### config.mk
export PLATFORM = sky130hd
export DESIGN_NAME = pht_front
export DESIGN_NICKNAME = d
export VERILOG_FILES = /design/src/hw/rtl/pht_pkg.sv /design/src/hw/rtl/pht_front.sv
export SDC_FILE = /design/constraint.sdc
export NUM_CORES = 1
export LEC_CHECK = 0
export BUFFER_PORTS_ARGS = -buffer_cell sky130_fd_sc_hd__buf_2
export CORE_MARGIN = 1
export CORE_UTILIZATION = 51
export CTS_BUF_LIST = sky130_fd_sc_hd__clkbuf_16
export DETAILED_ROUTE_END_ITERATION = 10
export PLACE_DENSITY_LB_ADDON = 0.15
export RECOVER_POWER = 100
export SLEW_MARGIN = 20
export SYNTH_ARGS = -nofsm -noshare
export SYNTH_HDL_FRONTEND = slang
export SYNTH_SLANG_ARGS = --single-unit
### constraint.sdc
create_clock -name clk -period 2.5 [get_ports clk]
set_input_delay 0.5 -clock clk [delete_from_list [all_inputs] [get_ports clk]]
set_output_delay 0.5 -clock clk [all_outputs]
set_load 0.05 [all_outputs]
### src/hw/rtl/pht_pkg.sv
// ----------------------------------------------------------------------------
// pht_pkg: shared types and constants of the polygon hit test block
// Command and result beats, the decoded work item and the segment unit result.
// ----------------------------------------------------------------------------
package pht_pkg;

  localparam logic [1:0] FUNC_CLEAR = 2'd0;
  localparam logic [1:0] FUNC_ADD   = 2'd1;
  localparam logic [1:0] FUNC_QUERY = 2'd2;

  // Squared distance width and root width; DSQ_W must stay even.
  localparam int DSQ_W  = 36;
  localparam int ROOT_W = 18;
  localparam logic [16:0] DIST_MAX = 17'h1FFFF;

  typedef struct packed {
    logic [1:0]         func;
    logic signed [15:0] coord_x;
    logic signed [15:0] coord_y;
    logic               starts_loop;
    logic               loop_is_closed;
    logic [14:0]        pad;
  } cmd_t;

  typedef struct packed {
    logic        status;
    logic        inside_res;
    logic        near;
    logic [16:0] distance;
    logic        no_outline;
  } res_t;

  typedef enum logic [1:0] {OP_CLEAR, OP_ADD, OP_QUERY, OP_NOP} op_t;

  typedef struct packed {
    op_t                op;
    logic signed [15:0] x;
    logic signed [15:0] y;
    logic               starts;
    logic               closed;
    logic [14:0]        pad;
  } item_t;

  typedef struct packed {
    logic signed [15:0] x;
    logic signed [15:0] y;
  } pt_t;

  typedef struct packed {
    logic             done;
    logic             toggle;
    logic [DSQ_W-1:0] dsq;
  } seg_res_t;

endpackage

### src/hw/rtl/pht_front.sv
// ----------------------------------------------------------------------------
// pht_front: command intake
// Decodes each command beat into a work item and holds it in a two entry queue.
// ----------------------------------------------------------------------------
module pht_front (
  input  logic            clk,
  input  logic            rst,
  input  logic            start,
  output logic            busy,
  input  pht_pkg::cmd_t   cmd,
  output logic            item_valid,
  output pht_pkg::item_t  item,
  input  logic            item_pop
);

  logic [1:0]     count;
  logic           wr_ptr;
  logic           rd_ptr;
  pht_pkg::item_t slots [2];
  pht_pkg::item_t new_item;
  logic           push;

  always_comb begin
    new_item.x      = cmd.coord_x;
    new_item.y      = cmd.coord_y;
    new_item.starts = cmd.starts_loop;
    new_item.closed = cmd.loop_is_closed;
    new_item.pad    = cmd.pad;
    unique case (cmd.func)
      pht_pkg::FUNC_CLEAR: new_item.op = pht_pkg::OP_CLEAR;
      pht_pkg::FUNC_ADD:   new_item.op = pht_pkg::OP_ADD;
      pht_pkg::FUNC_QUERY: new_item.op = pht_pkg::OP_QUERY;
      default:             new_item.op = pht_pkg::OP_NOP;
    endcase
  end

  assign busy       = (count == 2'd2);
  assign push       = start && !busy;
  assign item_valid = (count != 2'd0);
  assign item       = slots[rd_ptr];

  always_ff @(posedge clk) begin
    if (rst) begin
      count  <= 2'd0;
      wr_ptr <= 1'b0;
      rd_ptr <= 1'b0;
    end else begin
      if (push) begin
        wr_ptr <= !wr_ptr;
      end
      if (item_pop) begin
        rd_ptr <= !rd_ptr;
      end
      count <= count + 2'(push) - 2'(item_pop);
    end
  end

  always_ff @(posedge clk) begin
    if (push) begin
      slots[wr_ptr] <= new_item;
    end
  end

endmodule

# --- After elaboration in Yosys (flattened, before gate mapping) ---
# Memory sizes are Yosys's and may differ from the RTL's. A register that Yosys moved wholly into a read port is not among the register bits.
# Cells that the tools add are included.
totals:
  reg_bits: 4
  ramBits: 102
  inputBits: 55
  out_inout_bits: 53
  word_cells: 20
  mem_count: 1
memory_table:
  columns: ["memory", "depth", "width", "rd", "rd_ports_with_merged_regs", "write_ports", "line", "rtl"]
  rows:
  - ["slots", 2, 51, 1, 1, 1, "pht_front.sv:19", "pht_pkg::item_t slots [2];"]
classes:
  n_addsub: 2
  n_eq_ne: 3
  muxes: 5
  reduce_logical: 6
op_table:
  columns: ["operator", "count"]
  rows:
  - ["2-bit one-hot mux with 3 select lines", 1]
  - ["2-bit == test (second input constant)", 2]
  - ["1-bit 2-to-1 mux", 4]
  - ["1-bit logical NOT", 3]
  - ["2-bit by 1-bit adder with 2-bit output", 1]
  - ["2-bit by 1-bit == test with 1-bit output (second input constant)", 1]
  - ["2-bit logical NOT", 1]
  - ["2-bit nonzero test", 1]
  - ["2-bit by 1-bit subtractor with 2-bit output", 1]
  - ["1-bit logical AND", 1]

# --- Logic depth before layout (Yosys ltp) ---
depth:
  word_depth: 5
  depth_mapped: 8

# --- Worst setup path after synthesis ---
# No wires, ideal clock.
synth_path:
  path_kind: "reg2reg"
  start: "register count[0]"
  end: "memory slots[0][0] (netlist name), enable pin"
  setup_time_ns: 0.405
  arrival_ns: 1.923
  required_time_ns: 2.095
  path_slack_ns: 0.171
  path_stages_with_launch: 5
  path_buffers: 0
  cell_sequence: "dfxtp_1 > nand2b_2 > inv_2 > or3_1 > inv_1"
synth_via:
  elab_chain_cells: 5
synth_rtl:
  columns: ["item", "line", "rtl"]
  rows:
  - ["from (decl)", "pht_front.sv:16", "logic [1:0] count;"]
  - ["from (signal assigned)", "pht_front.sv:54", "count <= count + 2'(push) - 2'(item_pop);"]
  - ["2-bit == test", "pht_front.sv:37", "assign busy = (count == 2'd2);"]
  - ["net busy", "pht_front.sv:9", "output logic busy,"]
  - ["1-bit logical NOT", "pht_front.sv:38", "assign push = start && !busy;"]
  - ["1-bit logical AND", "pht_front.sv:38", null]
  - ["1-bit 2-to-1 mux", "pht_front.sv:59", "if (push) begin"]
  - ["1-bit 2-to-1 mux (implied by the code)", "pht_front.sv:60", "slots[wr_ptr] <= new_item;"]
  - ["to (decl)", "pht_front.sv:19", null]
# The timed path passes the listed nets, and every way through them passes these cells.

==> run metrics <==
Final setup viols 0; post-synthesis instance total 187; HP Class primary input to flip-flop; Fin Setup TNS 0 ps; CP max stage delay 410 ps; top-count cell post-synth edfxtp_1; worst-path maximum fanout 32; Worst-Margin Slew 949 ps; DRT Wirelength 6080 um; NumNets Final 359; hold buffers post-CTS 0; TritonCTS Buffers 9; Routed Antenna Nets 0; Crit path max-delay family buffers and inverters; post-synth top area share 77.8%; Levels on crit path 3; H-tree depth 3; Sw Share 30.3%; max_slew headroom 36.7%; Remaining DRCs 0; Layout fillers 536; Crit. End Element output pin; all-layer global routing usage 15.8%; area taken by multi-input logic gates 687 um^2; Arr. time, crit path 1730 ps; critical path required time 2000 ps; Worst Path Buf+Inv 2; Synthesized Nets 244; Site Rows 31; count of state elements after synthesis 107; Final HPWL DP 3990 um; status complete, no violations; Clock Pin Slew Worst Setup and Hold Paths 70 ps; Chip Height 89.8 um; Post-synth EDFFs 102; Seq/Total Area, Yosys 80.4%; Wirelength per Cell 15.0 um; initial antenna violation count 0; WHS 348 ps; Initial DRT Pass Iterations 4; synthesized cell area 0.00394 mm^2; core area 0.00737 mm^2; Synth Area per Inst 21.0 um^2; Leakage 0.00180 uW; Sink Count 107; gpl congestion 0.735; share of cells above drive strength 1 53.1%; part of the power in registers 49.5%; Clock power frac 29.0%; initial core utilization 53.4%; TritonCTS clock tree built; Max Slew Vio Count 0; post-synth top area cell edfxtp_1; Synth cell types 22; path depth of the worst reg2reg path 5; number of max-cap violations 0; Comb pwr share 21.5%; grt ovf 0; Crit Path Category flip-flop to output pin; Final period util 89.3%; Clock Latency Late Sink 330 ps; element type at the critical path start flip-flop; Pint 3100 uW; clk_skew 4.92 ps; Synth area leaders edfxtp_1, mux2_2, dfxtp_1; top_reg_cell synth edfxtp_1; Worst VDD drop 446 uV; Yosys Warn Count 0; root buf cell clkbuf_16; initial DRC count 67; clock tree buffer depth 2; vias 1971; final hold violations 0; slowest CP cell clkbuf_4; Die W 89.8 um; fmax 0.448 GHz; min Tclk post-route 2230 ps; post-CTS setup buffer count 0; Reg area 0.00316 mm^2; PD cells 921 mW/mm^2; setup repair after global routing missed its margin no; I/O Buffers 107; first-pass GRT wire length 9580 um; hold depth 1; async set-reset flop share out of synthesis 0%; Commonest cells post-synth edfxtp_1, mux2_2, buf_6, dfxtp_1; area grow syn2layout 22.7%; CP Cell Sequence clkbuf_4 > mux2_2 > clkbuf_2; largest net degree at the start of global routing 44; vias in the first global route 2048; IO Pins 108; die area 0.00807 mm^2; diode count 0; post-CTS sizing 0; Vias/cell 4.85; switching power of the nets 1350 uW
power groups by stage:
| stage | registers [uW] | clock network, uW | logic (uW) |
|---|---|---|---|
| floorplan | 2230 | 0 | 763 |
| global placement | 2230 | 0 | 979 |
| detailed placement | 2240 | 0 | 986 |
| CTS | 2200 | 1320 | 989 |
| global route | 2220 | 1370 | 1010 |
| finish | 2200 | 1290 | 957 |
cell type report:
type                    instances  share of cell area [%]
flip-flops and latches        107                    65.6
inverters                       4                   0.311
clock inverters                 7                    1.09
clock buffers                   9                    4.67
well taps                      99                    2.57
repair buffers                112                    11.6
multi-input cells              68                    14.2
cells in the final DEF (no fill, tap or decap), types with 2 or more instances in the layout:
cell,synthesis,final
inv_8,0,2
clkbuf_4,0,2
edfxtp_1,102,102
clkbuf_2,0,50
inv_1,3,4
clkinvlp_4,0,3
mux2_2,51,51
clkbuf_1,2,17
dfxtp_1,5,4
nor2_1,3,3
ha_1,2,2
clkbuf_16,0,9
buf_2,1,42
clkinv_1,0,2
through the flow:
| stage | std cells | util [%] | cell area (um^2) | total power, uW | setup slack, ps |
|---|---|---|---|---|---|
| after floorplan | 187 | - | 3940 | 3000 | 171 |
| after global placement | 390 | 62.3 | 4590 | 3210 | 661 |
| after detailed placement | 390 | 62.3 | 4590 | 3230 | 620 |
| after CTS | 406 | 66.0 | 4870 | 4510 | 313 |
| after global routing | 406 | 65.5 | 4830 | 4600 | 150 |
| final | 406 | 65.5 | 4830 | 4450 | 268 |
cells by family (layout without fill, tap and decap cells):
group	count (synthesis)	in the layout	share of synthesized area, %
adder cells (fa/ha/maj)	2	2	0.636
AO/OA/AOI/OAI	2	2	0.254
buffers and inverters	12	132	2.13
XOR/XNOR	2	2	0.445
AND/OR/NAND/NOR	11	11	1.56
multiplexers	51	51	14.6
flip-flops	107	107	80.4
metal layers:
layer	wire, um	GRT usage, %	vias to the layer above
met1	2520	18.4	948
met3	371	4.23	7
li1	-	-	952
met2	3110	27.0	64
met5	0	0	-
met4	74	8.20	0
sequential cells by signal, summed over array words and instances, names as in the netlist, named ones only:
register,count
slots,102
count,2
rd_ptr,1
wr_ptr,1
worst paths after layout:
check | from | endpoint | slack [ps]
setup reg to reg | count[0] | slots[0][3] | 330
hold reg to reg | wr_ptr | wr_ptr | 500
setup / recovery | flip-flop | item[16] | 270
hold / removal | cmd[35] | slots[1][35] | 350
Note: power is estimated with default switching activity, not from simulation.
